`src/sdpg_pkg.sv`:
```
`timescale 1ns / 1ps

package sdpg_pkg;

  localparam int unsigned QUEUE_DEPTH_DEF = 16;

  localparam logic [31:0] POS_BIAS         = 32'h4000_0000;
  localparam logic [31:0] RAW_POS_RESET    = 32'hC000_0000;
  localparam logic [23:0] LATE_LIMIT_RESET = 24'd72000;

  typedef enum logic [2:0] {
    ACT_TICK      = 3'd0,
    ACT_QUEUE     = 3'd1,
    ACT_SET_DIR   = 3'd2,
    ACT_RESET_CLK = 3'd3,
    ACT_STOP      = 3'd4,
    ACT_READ_POS  = 3'd5
  } sdpg_action_e;

  typedef enum logic [2:0] {
    ERR_NONE         = 3'd0,
    ERR_ZERO_COUNT   = 3'd1,
    ERR_TOO_LATE     = 3'd2,
    ERR_RESET_ACTIVE = 3'd3,
    ERR_QUEUE_FULL   = 3'd4
  } sdpg_err_e;

  typedef enum logic [1:0] {
    CFG_PULSE_MIN   = 2'd0,
    CFG_SINGLE_EDGE = 2'd1,
    CFG_INVERT_STEP = 2'd2,
    CFG_LATE_LIMIT  = 2'd3
  } sdpg_cfg_idx_e;

  typedef struct packed {
    logic [15:0] pulse_min;
    logic        single_edge;
    logic        invert_step;
    logic [23:0] late_limit;
  } sdpg_cfg_t;

  // One queued move.
  typedef struct packed {
    logic [31:0] interval;
    logic [15:0] add;
    logic [15:0] count;
    logic        dir_chg;
  } sdpg_entry_t;

  typedef struct packed {
    logic push;
    logic pop;
    logic flush;
  } sdpg_qctl_t;

  typedef struct packed {
    logic empty;
    logic full;
  } sdpg_qsts_t;

  // Post-transaction state that the result is built from.
  typedef struct packed {
    logic        step_level;
    logic        dir_level;
    logic [31:0] raw_pos;
    logic [16:0] edges;
    logic        single_edge;
    sdpg_err_e   err;
    logic        dropped;
  } sdpg_res_t;

  // Wrapping time compare: a lies before b.
  function automatic logic is_before(input logic [31:0] a, input logic [31:0] b);
    logic [31:0] diff;
    diff = a - b;
    return diff[31];
  endfunction

  function automatic logic [31:0] abs32(input logic [31:0] v);
    return v[31] ? (32'd0 - v) : v;
  endfunction

  // Steps taken so far, still biased; pending edges are taken back out.
  function automatic logic [31:0] cur_pos(input logic [31:0] raw,
                                          input logic [16:0] edges,
                                          input logic        single_edge);
    logic [31:0] pend;
    pend = single_edge ? {15'd0, edges} : {16'd0, edges[16:1]};
    return abs32(raw - pend);
  endfunction

endpackage

```
`src/sdpg_queue.sv`:
```
`timescale 1ns / 1ps

module sdpg_queue #(
  parameter int unsigned QUEUE_DEPTH = sdpg_pkg::QUEUE_DEPTH_DEF
) (
  input  logic                  clk_i,
  input  logic                  rst_ni,
  input  sdpg_pkg::sdpg_qctl_t  ctl_i,
  input  sdpg_pkg::sdpg_entry_t wr_entry_i,
  output sdpg_pkg::sdpg_qsts_t  sts_o,
  output sdpg_pkg::sdpg_entry_t head_entry_o
);

  localparam int unsigned HW = $clog2(QUEUE_DEPTH);
  localparam int unsigned FW = $clog2(QUEUE_DEPTH + 1);
  localparam int unsigned SW = FW + 1;

  logic [HW-1:0] head_q, head_d, slot;
  logic [FW-1:0] fill_q, fill_d;
  logic [SW-1:0] slot_sum;

  sdpg_pkg::sdpg_entry_t mem [QUEUE_DEPTH];
  sdpg_pkg::sdpg_entry_t rd_q;

  // Tail slot: head plus fill, wrapped once.
  always_comb begin
    slot_sum = SW'(head_q) + SW'(fill_q);
    if (slot_sum >= SW'(QUEUE_DEPTH)) begin
      slot_sum = slot_sum - SW'(QUEUE_DEPTH);
    end
    slot = slot_sum[HW-1:0];
  end

  always_comb begin
    priority if (ctl_i.flush) begin
      head_d = '0;
      fill_d = '0;
    end else begin
      head_d = head_q;
      if (ctl_i.pop) begin
        head_d = (head_q == HW'(QUEUE_DEPTH - 1)) ? '0 : head_q + HW'(1);
      end
      fill_d = fill_q + FW'(ctl_i.push) - FW'(ctl_i.pop);
    end
  end

  always_ff @(posedge clk_i or negedge rst_ni) begin
    if (!rst_ni) begin
      head_q <= '0;
      fill_q <= '0;
    end else begin
      head_q <= head_d;
      fill_q <= fill_d;
    end
  end

  // Keep the read port on the next head; forward a same-cycle write to it.
  always_ff @(posedge clk_i) begin
    if (ctl_i.push) begin
      mem[slot] <= wr_entry_i;
    end
    if (ctl_i.push && (slot == head_d)) begin
      rd_q <= wr_entry_i;
    end else begin
      rd_q <= mem[head_d];
    end
  end

  assign sts_o.empty  = (fill_q == '0);
  assign sts_o.full   = (fill_q >= FW'(QUEUE_DEPTH));
  // An empty queue hands the incoming move straight through.
  assign head_entry_o = sts_o.empty ? wr_entry_i : rd_q;

endmodule

```
`src/sdpg_sched.sv`:
```
`timescale 1ns / 1ps

module sdpg_sched (
  input  logic                  clk_i,
  input  logic                  rst_ni,
  input  logic                  accept_i,
  input  logic [2:0]            action_i,
  input  logic [31:0]           move_interval_i,
  input  logic [15:0]           move_count_i,
  input  logic signed [15:0]    move_add_i,
  input  logic                  next_dir_i,
  input  logic [31:0]           clock_value_i,
  input  sdpg_pkg::sdpg_cfg_t   cfg_i,
  input  sdpg_pkg::sdpg_qsts_t  qsts_i,
  input  sdpg_pkg::sdpg_entry_t head_entry_i,
  output sdpg_pkg::sdpg_qctl_t  qctl_o,
  output sdpg_pkg::sdpg_entry_t wr_entry_o,
  output sdpg_pkg::sdpg_res_t   res_o
);

  sdpg_pkg::sdpg_action_e act;
  sdpg_pkg::sdpg_err_e    err;

  logic [31:0] cur_interval_q, cur_interval_d;
  logic [15:0] cur_inc_q, cur_inc_d;
  logic [16:0] edges_q, edges_d;
  logic [31:0] nst_q, nst_d;
  logic [31:0] wake_q, wake_d;
  logic [31:0] now_q, now_d;
  logic [31:0] raw_q, raw_d;
  logic        dir_last_q, dir_last_d;
  logic        dir_next_q, dir_next_d;
  logic        step_pin_q, step_pin_d;
  logic        dir_pin_q, dir_pin_d;
  logic        halted_q, halted_d;

  logic [31:0] now_inc, tick_min, tick_min2, nst_step, nst_load, late_diff, mnl;
  logic [31:0] stop_p, hold_min;
  logic [16:0] edges_dec;
  logic        dir_mark, do_load, was_active, stop_req, stop, push, pop, drop;

  assign act = sdpg_pkg::sdpg_action_e'(action_i);

  assign now_inc   = now_q + 32'd1;
  assign tick_min  = now_inc + {16'd0, cfg_i.pulse_min};
  assign tick_min2 = now_inc + {15'd0, cfg_i.pulse_min, 1'b0};
  assign nst_step  = nst_q + cur_interval_q;
  assign nst_load  = nst_q + head_entry_i.interval;
  assign edges_dec = edges_q - 17'd1;
  assign dir_mark  = dir_last_q ^ dir_next_q;
  assign late_diff = mnl - nst_load;
  // Direction hold-off after a step edge; single-edge mode doubles the minimum pulse.
  assign hold_min  = cfg_i.single_edge ? tick_min2 : tick_min;

  assign wr_entry_o.interval = move_interval_i;
  assign wr_entry_o.add      = move_add_i;
  assign wr_entry_o.count    = move_count_i;
  assign wr_entry_o.dir_chg  = dir_mark;

  always_comb begin
    cur_interval_d = cur_interval_q;
    cur_inc_d      = cur_inc_q;
    edges_d        = edges_q;
    nst_d          = nst_q;
    wake_d         = wake_q;
    now_d          = now_q;
    raw_d          = raw_q;
    dir_last_d     = dir_last_q;
    dir_next_d     = dir_next_q;
    step_pin_d     = step_pin_q;
    dir_pin_d      = dir_pin_q;
    halted_d       = halted_q;
    err            = sdpg_pkg::ERR_NONE;
    drop           = 1'b0;
    push           = 1'b0;
    pop            = 1'b0;
    do_load        = 1'b0;
    was_active     = 1'b0;
    stop_req       = 1'b0;
    mnl            = wake_q;

    unique case (act)
      sdpg_pkg::ACT_TICK: begin
        now_d = now_inc;
        if ((edges_q != '0) && !sdpg_pkg::is_before(now_inc, wake_q)) begin
          step_pin_d = ~step_pin_q;
          if (edges_dec[0] && !cfg_i.single_edge) begin
            // Unstep edge next, after the minimum pulse.
            edges_d = edges_dec;
            wake_d  = tick_min;
          end else if (edges_dec != '0) begin
            nst_d          = nst_step;
            cur_interval_d = cur_interval_q + {{16{cur_inc_q[15]}}, cur_inc_q};
            edges_d        = edges_dec;
            wake_d         = sdpg_pkg::is_before(nst_step, tick_min) ? tick_min : nst_step;
          end else begin
            // Move finished: pull the next one.
            wake_d     = tick_min;
            mnl        = tick_min;
            do_load    = 1'b1;
            was_active = 1'b1;
          end
        end
      end
      sdpg_pkg::ACT_QUEUE: begin
        priority if (move_count_i == '0) begin
          err = sdpg_pkg::ERR_ZERO_COUNT;
        end else if (halted_q) begin
          drop = 1'b1;
        end else if (qsts_i.full) begin
          err = sdpg_pkg::ERR_QUEUE_FULL;
        end else begin
          push       = 1'b1;
          dir_last_d = dir_next_q;
          do_load    = (edges_q == '0);
        end
      end
      sdpg_pkg::ACT_SET_DIR: begin
        dir_next_d = next_dir_i;
      end
      sdpg_pkg::ACT_RESET_CLK: begin
        if (edges_q != '0) begin
          err = sdpg_pkg::ERR_RESET_ACTIVE;
        end else begin
          nst_d    = clock_value_i;
          wake_d   = clock_value_i;
          halted_d = 1'b0;
        end
      end
      sdpg_pkg::ACT_STOP: begin
        stop_req = 1'b1;
      end
      default: begin
      end
    endcase

    if (do_load) begin
      if (!push && qsts_i.empty) begin
        edges_d = '0;
      end else begin
        pop            = 1'b1;
        raw_d          = (head_entry_i.dir_chg ? (32'd0 - raw_q) : raw_q)
                         + {16'd0, head_entry_i.count};
        cur_inc_d      = head_entry_i.add;
        cur_interval_d = head_entry_i.interval
                         + {{16{head_entry_i.add[15]}}, head_entry_i.add};
        nst_d          = nst_load;
        wake_d         = nst_load;
        edges_d        = cfg_i.single_edge ? {1'b0, head_entry_i.count}
                                           : {head_entry_i.count, 1'b0};
        if (was_active && sdpg_pkg::is_before(nst_load, mnl)) begin
          if (late_diff > {8'd0, cfg_i.late_limit}) begin
            err = sdpg_pkg::ERR_TOO_LATE;
          end else begin
            wake_d = mnl;
          end
        end
        if ((err != sdpg_pkg::ERR_TOO_LATE) && head_entry_i.dir_chg) begin
          dir_pin_d = ~dir_pin_q;
          if (was_active && sdpg_pkg::is_before(wake_d, hold_min)) begin
            wake_d = hold_min;
          end
        end
      end
    end

    stop = stop_req || (err == sdpg_pkg::ERR_ZERO_COUNT) ||
           (err == sdpg_pkg::ERR_TOO_LATE) || (err == sdpg_pkg::ERR_RESET_ACTIVE);

    // A late step leaves edges matching the fresh count, so the position is raw.
    if (err == sdpg_pkg::ERR_TOO_LATE) begin
      stop_p = sdpg_pkg::abs32(head_entry_i.dir_chg ? (32'd0 - raw_q) : raw_q);
    end else begin
      stop_p = sdpg_pkg::cur_pos(raw_q, edges_q, cfg_i.single_edge);
    end

    if (stop) begin
      raw_d      = 32'd0 - stop_p;
      nst_d      = '0;
      wake_d     = '0;
      edges_d    = '0;
      dir_last_d = 1'b0;
      dir_next_d = 1'b0;
      halted_d   = 1'b1;
      dir_pin_d  = 1'b0;
      if (!cfg_i.single_edge) begin
        step_pin_d = cfg_i.invert_step;
      end
    end
  end

  assign qctl_o.push  = accept_i & push;
  assign qctl_o.pop   = accept_i & pop & ~stop;
  assign qctl_o.flush = accept_i & stop;

  assign res_o.step_level  = step_pin_d;
  assign res_o.dir_level   = dir_pin_d;
  assign res_o.raw_pos     = raw_d;
  assign res_o.edges       = edges_d;
  assign res_o.single_edge = cfg_i.single_edge;
  assign res_o.err         = err;
  assign res_o.dropped     = drop;

  always_ff @(posedge clk_i or negedge rst_ni) begin
    if (!rst_ni) begin
      cur_interval_q <= '0;
      cur_inc_q      <= '0;
      edges_q        <= '0;
      nst_q          <= '0;
      wake_q         <= '0;
      now_q          <= '0;
      raw_q          <= sdpg_pkg::RAW_POS_RESET;
      dir_last_q     <= 1'b0;
      dir_next_q     <= 1'b0;
      step_pin_q     <= 1'b0;
      dir_pin_q      <= 1'b0;
      halted_q       <= 1'b0;
    end else if (accept_i) begin
      cur_interval_q <= cur_interval_d;
      cur_inc_q      <= cur_inc_d;
      edges_q        <= edges_d;
      nst_q          <= nst_d;
      wake_q         <= wake_d;
      now_q          <= now_d;
      raw_q          <= raw_d;
      dir_last_q     <= dir_last_d;
      dir_next_q     <= dir_next_d;
      step_pin_q     <= step_pin_d;
      dir_pin_q      <= dir_pin_d;
      halted_q       <= halted_d;
    end
  end

endmodule

```
`src/sdpg_outreg.sv`:
```
`timescale 1ns / 1ps

module sdpg_outreg (
  input  logic                clk_i,
  input  logic                rst_ni,
  input  logic                accept_i,
  input  sdpg_pkg::sdpg_res_t res_i,
  input  logic                out_ready_i,
  output logic                in_ready_o,
  output logic                out_valid_o,
  output logic                step_level_o,
  output logic                dir_level_o,
  output logic signed [31:0]  position_o,
  output logic                busy_res_o,
  output logic [2:0]          error_code_o,
  output logic                dropped_o
);

  logic                valid_q, valid_d;
  sdpg_pkg::sdpg_res_t res_q;

  assign in_ready_o = ~valid_q | out_ready_i;

  always_comb begin
    valid_d = valid_q;
    if (accept_i) begin
      valid_d = 1'b1;
    end else if (out_ready_i) begin
      valid_d = 1'b0;
    end
  end

  always_ff @(posedge clk_i or negedge rst_ni) begin
    if (!rst_ni) begin
      valid_q <= 1'b0;
    end else begin
      valid_q <= valid_d;
    end
  end

  always_ff @(posedge clk_i) begin
    if (accept_i) begin
      res_q <= res_i;
    end
  end

  assign out_valid_o  = valid_q;
  assign step_level_o = res_q.step_level;
  assign dir_level_o  = res_q.dir_level;
  // Remove pending edges and the bias from the captured raw position.
  assign position_o   = $signed(sdpg_pkg::cur_pos(res_q.raw_pos, res_q.edges,
                                                  res_q.single_edge) - sdpg_pkg::POS_BIAS);
  assign busy_res_o   = (res_q.edges != '0);
  assign error_code_o = res_q.err;
  assign dropped_o    = res_q.dropped;

endmodule

```
`src/step_dir_pulse_generator_core.sv`:
```
// Step/direction pulse generator: one transaction per clock unless a waiting result stalls
// the input, result registered for the next cycle. The rate rests on the joint update of
// tick, wake and step state and on the move queue's read port, always on the next head.
// Reset (rst_ni, async, active low): control state and the valid flag clear, the position
// is biased, config takes its reset values; the queue memory needs no clearing pass.
`timescale 1ns / 1ps

module step_dir_pulse_generator_core #(
  parameter int unsigned QUEUE_DEPTH = sdpg_pkg::QUEUE_DEPTH_DEF
) (
  input  logic               clk_i,
  input  logic               rst_ni,
  // input transaction
  input  logic               in_valid_i,
  output logic               in_ready_o,
  input  logic [2:0]         action_i,
  input  logic [31:0]        move_interval_i,
  input  logic [15:0]        move_count_i,
  input  logic signed [15:0] move_add_i,
  input  logic               next_dir_i,
  input  logic [31:0]        clock_value_i,
  // result transaction
  output logic               out_valid_o,
  input  logic               out_ready_i,
  output logic               step_level_o,
  output logic               dir_level_o,
  output logic signed [31:0] position_o,
  output logic               busy_res_o,
  output logic [2:0]         error_code_o,
  output logic               dropped_o,
  // configuration writes
  input  logic               cfg_we_i,
  input  logic [1:0]         cfg_index_i,
  input  logic [23:0]        cfg_data_i
);

  sdpg_pkg::sdpg_cfg_t   cfg_q;
  sdpg_pkg::sdpg_qctl_t  qctl;
  sdpg_pkg::sdpg_qsts_t  qsts;
  sdpg_pkg::sdpg_entry_t wr_entry, head_entry;
  sdpg_pkg::sdpg_res_t   res;
  sdpg_pkg::sdpg_cfg_idx_e cfg_idx;
  logic                  accept;

  // Take a new transaction whenever the output register is free or draining.
  assign accept  = in_valid_i & in_ready_o;
  assign cfg_idx = sdpg_pkg::sdpg_cfg_idx_e'(cfg_index_i);

  // Configuration registers; writes take effect at once and never touch the pins.
  always_ff @(posedge clk_i or negedge rst_ni) begin
    if (!rst_ni) begin
      cfg_q.pulse_min   <= '0;
      cfg_q.single_edge <= 1'b0;
      cfg_q.invert_step <= 1'b0;
      cfg_q.late_limit  <= sdpg_pkg::LATE_LIMIT_RESET;
    end else if (cfg_we_i) begin
      unique case (cfg_idx)
        sdpg_pkg::CFG_PULSE_MIN:   cfg_q.pulse_min   <= cfg_data_i[15:0];
        sdpg_pkg::CFG_SINGLE_EDGE: cfg_q.single_edge <= cfg_data_i[0];
        sdpg_pkg::CFG_INVERT_STEP: cfg_q.invert_step <= cfg_data_i[0];
        sdpg_pkg::CFG_LATE_LIMIT:  cfg_q.late_limit  <= cfg_data_i;
        default: begin
        end
      endcase
    end
  end

  // Move queue: one memory, registered read of the head with write forwarding.
  sdpg_queue #(
    .QUEUE_DEPTH (QUEUE_DEPTH)
  ) u_queue (
    .clk_i        (clk_i),
    .rst_ni       (rst_ni),
    .ctl_i        (qctl),
    .wr_entry_i   (wr_entry),
    .sts_o        (qsts),
    .head_entry_o (head_entry)
  );

  // Tick, step, load and stop logic; updates all scalar state per transaction.
  sdpg_sched u_sched (
    .clk_i           (clk_i),
    .rst_ni          (rst_ni),
    .accept_i        (accept),
    .action_i        (action_i),
    .move_interval_i (move_interval_i),
    .move_count_i    (move_count_i),
    .move_add_i      (move_add_i),
    .next_dir_i      (next_dir_i),
    .clock_value_i   (clock_value_i),
    .cfg_i           (cfg_q),
    .qsts_i          (qsts),
    .head_entry_i    (head_entry),
    .qctl_o          (qctl),
    .wr_entry_o      (wr_entry),
    .res_o           (res)
  );

  // Output register decouples the result side from the input side.
  sdpg_outreg u_outreg (
    .clk_i        (clk_i),
    .rst_ni       (rst_ni),
    .accept_i     (accept),
    .res_i        (res),
    .out_ready_i  (out_ready_i),
    .in_ready_o   (in_ready_o),
    .out_valid_o  (out_valid_o),
    .step_level_o (step_level_o),
    .dir_level_o  (dir_level_o),
    .position_o   (position_o),
    .busy_res_o   (busy_res_o),
    .error_code_o (error_code_o),
    .dropped_o    (dropped_o)
  );

endmodule

```
`config.mk`:
```
export PLATFORM = sky130hd
export DESIGN_NAME = step_dir_pulse_generator_core
export DESIGN_NICKNAME = d
export VERILOG_FILES = /design/src/sdpg_pkg.sv /design/src/sdpg_queue.sv /design/src/sdpg_sched.sv /design/src/sdpg_outreg.sv /design/src/step_dir_pulse_generator_core.sv
export SDC_FILE = /design/constraint.sdc
export NUM_CORES = 2
export LEC_CHECK = 0
export BUFFER_PORTS_ARGS = -buffer_cell sky130_fd_sc_hd__buf_2
export CAP_MARGIN = 20
export CORE_MARGIN = 8
export CORE_UTILIZATION = 55
export DETAILED_ROUTE_END_ITERATION = 10
export PLACE_DENSITY = 0.71
export SYNTH_ARGS = -nofsm -noshare
export SYNTH_HDL_FRONTEND = slang
export SYNTH_HIERARCHICAL = 1
export SYNTH_SLANG_ARGS = --single-unit
```
`constraint.sdc`:
```
create_clock -name clk_i -period 20.2 [get_ports clk_i]
set_clock_uncertainty 0.15 [all_clocks]
set_input_delay 3.03 -clock clk_i [delete_from_list [all_inputs] [get_ports clk_i]]
set_output_delay 3.03 -clock clk_i [all_outputs]
set_load 0.05 [all_outputs]
```
==> metrics.cfg <==
[clock_network]
ctsResizeCount=0
cts_root_buffer=clkbuf_16
clock-sinks=1350
h-tree-depth=4
cts_tree=yes
clk_pin_slew_ns=0.06
cts_buffer_depth=3
post_cts_buffers=0
insertion_delay_ns=0.82
cts_buffers=146
cts_hold_buf=0

[pwr]
swShare_pct=44.8
total_power_mw=13.1
p_switching_mw=5.86
power_density_mw_per_mm2=150
clock_power_share_pct=20.5
p_seq_share_pct=26.8
p_int_mw=7.21
pwr-share-comb_pct=52.7
ir_worst_vdd_mv=0.239
power_leakage_nw=32.2

[outcome]
status=finished clean

[finish]
finalInstanceArea_mm2=0.0874
drive_above_1_share_pct=14.1
area_growth_pct=9.07
fillers=11500
nNetsFinal=7484

[critical_path]
path_class=reg -> reg
cp.arrival_ns=17.19
cp_num_buf_inv=3
path_common_cell=a21o_1
worst_path_max_delay_cell=or2_2
crit_path_start_kind=flop
crit_required_ns=20.76
cpLargestDelayFamily=compound AO/OA/AOI/OAI gates
critical_path.max_fanout=43
cp-end-kind=flop
max_stage_delay_ns=0.70

[hold_path]
hp-class=reg -> reg

[timing]
relSlewSlack_pct=20.5
slew_violations=0
fin_ws_ns=3.57
final.setup.tns_ns=0
finalHoldViolCount=0
worst_hold_slack_ns=0.324
rsz0062_at_grt=false
fin_crit_ns=16.63
fmax_ghz=0.0601
period_share_pct=82.3
setup_viol=0
worstMarginPinSlew_ns=1.19

[synth]
synth-adder-area-share_pct=6.62
synthFlopType=edfxtp_1
synthTopCellsByArea=edfxtp_1 41%, dfrtp_1 7.6%, ha_1 6.3%, mux4_2 5.5%, mux2i_1 3.4%
synth_edf_count=1096
synth_async_sr_flop_share_pct=18.5
synth-compound-area-share_pct=13.3
syn_inst=6911
syn_nets=7459
synthMuxAreaShare_pct=11.3
ys_seq_elements=1350
ys_seq_area_share_pct=49.0
syn_area_mm2=0.0801
synth_top_family_by_area=compound AO/OA/AOI/OAI gates
synthXorXnorAreaFrac_pct=5.38
synth.top_cell.area_share_pct=41.1
ys_types=124
syn_avg_cell_area_um2=11.6
ys_warn_count=6
yosys.area.top_type=edfxtp_1
synth-simple-area-share_pct=10.5

[routing]
viasPerCell=6.49
first_iter_violations=6009
dr_total_vias=58300
drtAntennaViolNets=0
drt_pass1_iterations=5
wl_per_cell_um=26.3
drt_wl_total_um=236000
drcViolationCount=0

[job]
cap_violations=0

[place]
gp_congestion=0.994
pre_cts_slack_ns=3.05
numPortBuffers=171
place_area_mm2=0.0825
dp_hpwl_um=162000

[die]
dieArea_mm2=0.158
die_x_um=398
coreArea_mm2=0.145
placementRows=140
die_y_um=398
initial_utilization_pct=55.2
ioPinCount=172

[global_routing]
grt_max_degree=119
grt.overflow.total=0
track_usage_pct=29.1
grt_first_pass_wirelength_um=354000
grt_pass1_vias=56600
antenna_found_initial=15

==> tightest hold or removal path, cell delays in order (launching register included) <==
cell	delay, ns
dfrtp_1	0.35
nand2_1	0.05
nand2_1	0.05
==> flip-flops by register name, summed over array words and instances, names as in the netlist, 3 cells and up, named ones only <==
name                    cells
cfg_q                      42
u_outreg/error_code_o       3
u_outreg/res_q             50
u_queue/fill_q              5
u_queue/head_q              4
u_queue/mem              1040
u_sched/cur_inc_q          16
u_sched/cur_interval_q     32
u_sched/edges_q            17
u_sched/now_q              32
u_sched/nst_q              32
u_sched/raw_q              32
u_sched/wake_q             32
==> layer usage <==
metal	track usage [%]	vias up	share of wire (%)
met1	40.8	29100	42
met4	10.1	4	3.6
met2	45.9	2597	46
li1	-	26200	-
met5	0	-	0.013
met3	5.24	430	8.3
==> per-stage QoR <==
stage | util (%) | std cells
final | 60.2 | 8977
after global routing | 60.2 | 8968
after CTS | 60.1 | 8965
after detailed placement | 56.8 | 8703
after global placement | 56.8 | 8702
after floorplan | - | 6911
==> kinds of logic after synthesis <==
| group | count (synthesis) |
|---|---|
| fa+ha+maj | 417 |
| compound gates | 1600 |
| mux | 637 |
| buf+inv | 710 |
| flops | 1350 |
| xor+xnor | 488 |
| simple gates | 1709 |
==> power groups by stage <==
stage	clock [mW]	sequential (mW)	combinational, mW
3_3_place_gp	0	3.54	6.63
2_1_floorplan	0	3.38	4.94
5_1_grt	2.82	3.52	7.47
4_1_cts	2.72	3.49	6.76
6_report	2.68	3.50	6.89
3_5_place_dp	0	3.54	6.71
==> final cells by class <==
cell class | count | area [µm²] | share of cell area [%]
Sequential cell | 1350 | 39300 | 44.9
Multi-Input combinational cell | 4851 | 38000 | 43.4
Inverter | 311 | 1170 | 1.34
Tap cell | 1917 | 2400 | 2.74
Clock inverter | 80 | 995 | 1.14
Clock buffer | 182 | 3850 | 4.41
Antenna cell | 10 | 25.0 | 0.0286
Timing Repair Buffer | 276 | 1730 | 1.97
==> synth_stat cells (50+ instances only) <==
cell,instances
mux2_2,170
o21a_1,55
a22oi_1,159
a21o_1,107
ha_1,405
a21oi_1,388
buf_2,56
inv_1,309
edfxtp_1,1096
nor3_1,125
nand4_1,54
nor2b_1,55
o21ai_0,296
xnor2_1,307
nor2_1,422
clkbuf_1,208
mux2i_1,270
xor2_1,178
buf_4,78
dfrtp_1,243
o211ai_1,115
a211oi_1,56
nand2_1,519
mux4_2,195
a31oi_1,50
nand3_1,155
nand2b_1,55
==> placed cells by master, fill, tap and decap left out, types with 170 or more instances in the layout <==
master | netlist | layout
a21oi_1 | 388 | 385
buf_2 | 56 | 171
dfrtp_1 | 243 | 242
edfxtp_1 | 1096 | 1096
ha_1 | 405 | 405
inv_1 | 309 | 309
mux2_2 | 170 | 170
mux2i_1 | 270 | 268
mux4_2 | 195 | 195
nand2_1 | 519 | 517
nor2_1 | 422 | 417
o21ai_0 | 296 | 296
xnor2_1 | 307 | 304
xor2_1 | 178 | 177
==> path summary, 6_finish.rpt <==
kind | cells after the start | endpoint | slack, ns | from
setup reg to reg | 58 | u_sched/wake_q[5]$_DFFE_PN0P_ | 3.57 | u_sched/now_q[0]$_DFFE_PN0P_
hold reg to reg | 2 | u_sched/cur_inc_q[8]$_DFFE_PN0P_ | 0.32 | u_sched/cur_inc_q[8]$_DFFE_PN0P_
setup / recovery | 58 | u_sched/wake_q[5]$_DFFE_PN0P_ | 3.57 | u_sched/now_q[0]$_DFFE_PN0P_
min in group asynchronous | 1 | u_sched/raw_q[20]$_DFFE_PN0P_ | 2.08 | rst_ni
hold / removal | 2 | u_sched/cur_inc_q[8]$_DFFE_PN0P_ | 0.32 | u_sched/cur_inc_q[8]$_DFFE_PN0P_
max in group asynchronous | 3 | u_sched/cur_interval_q[14]$_DFFE_PN0P_ | 15.75 | rst_ni
Note: power is estimated with default switching activity, not from simulation.
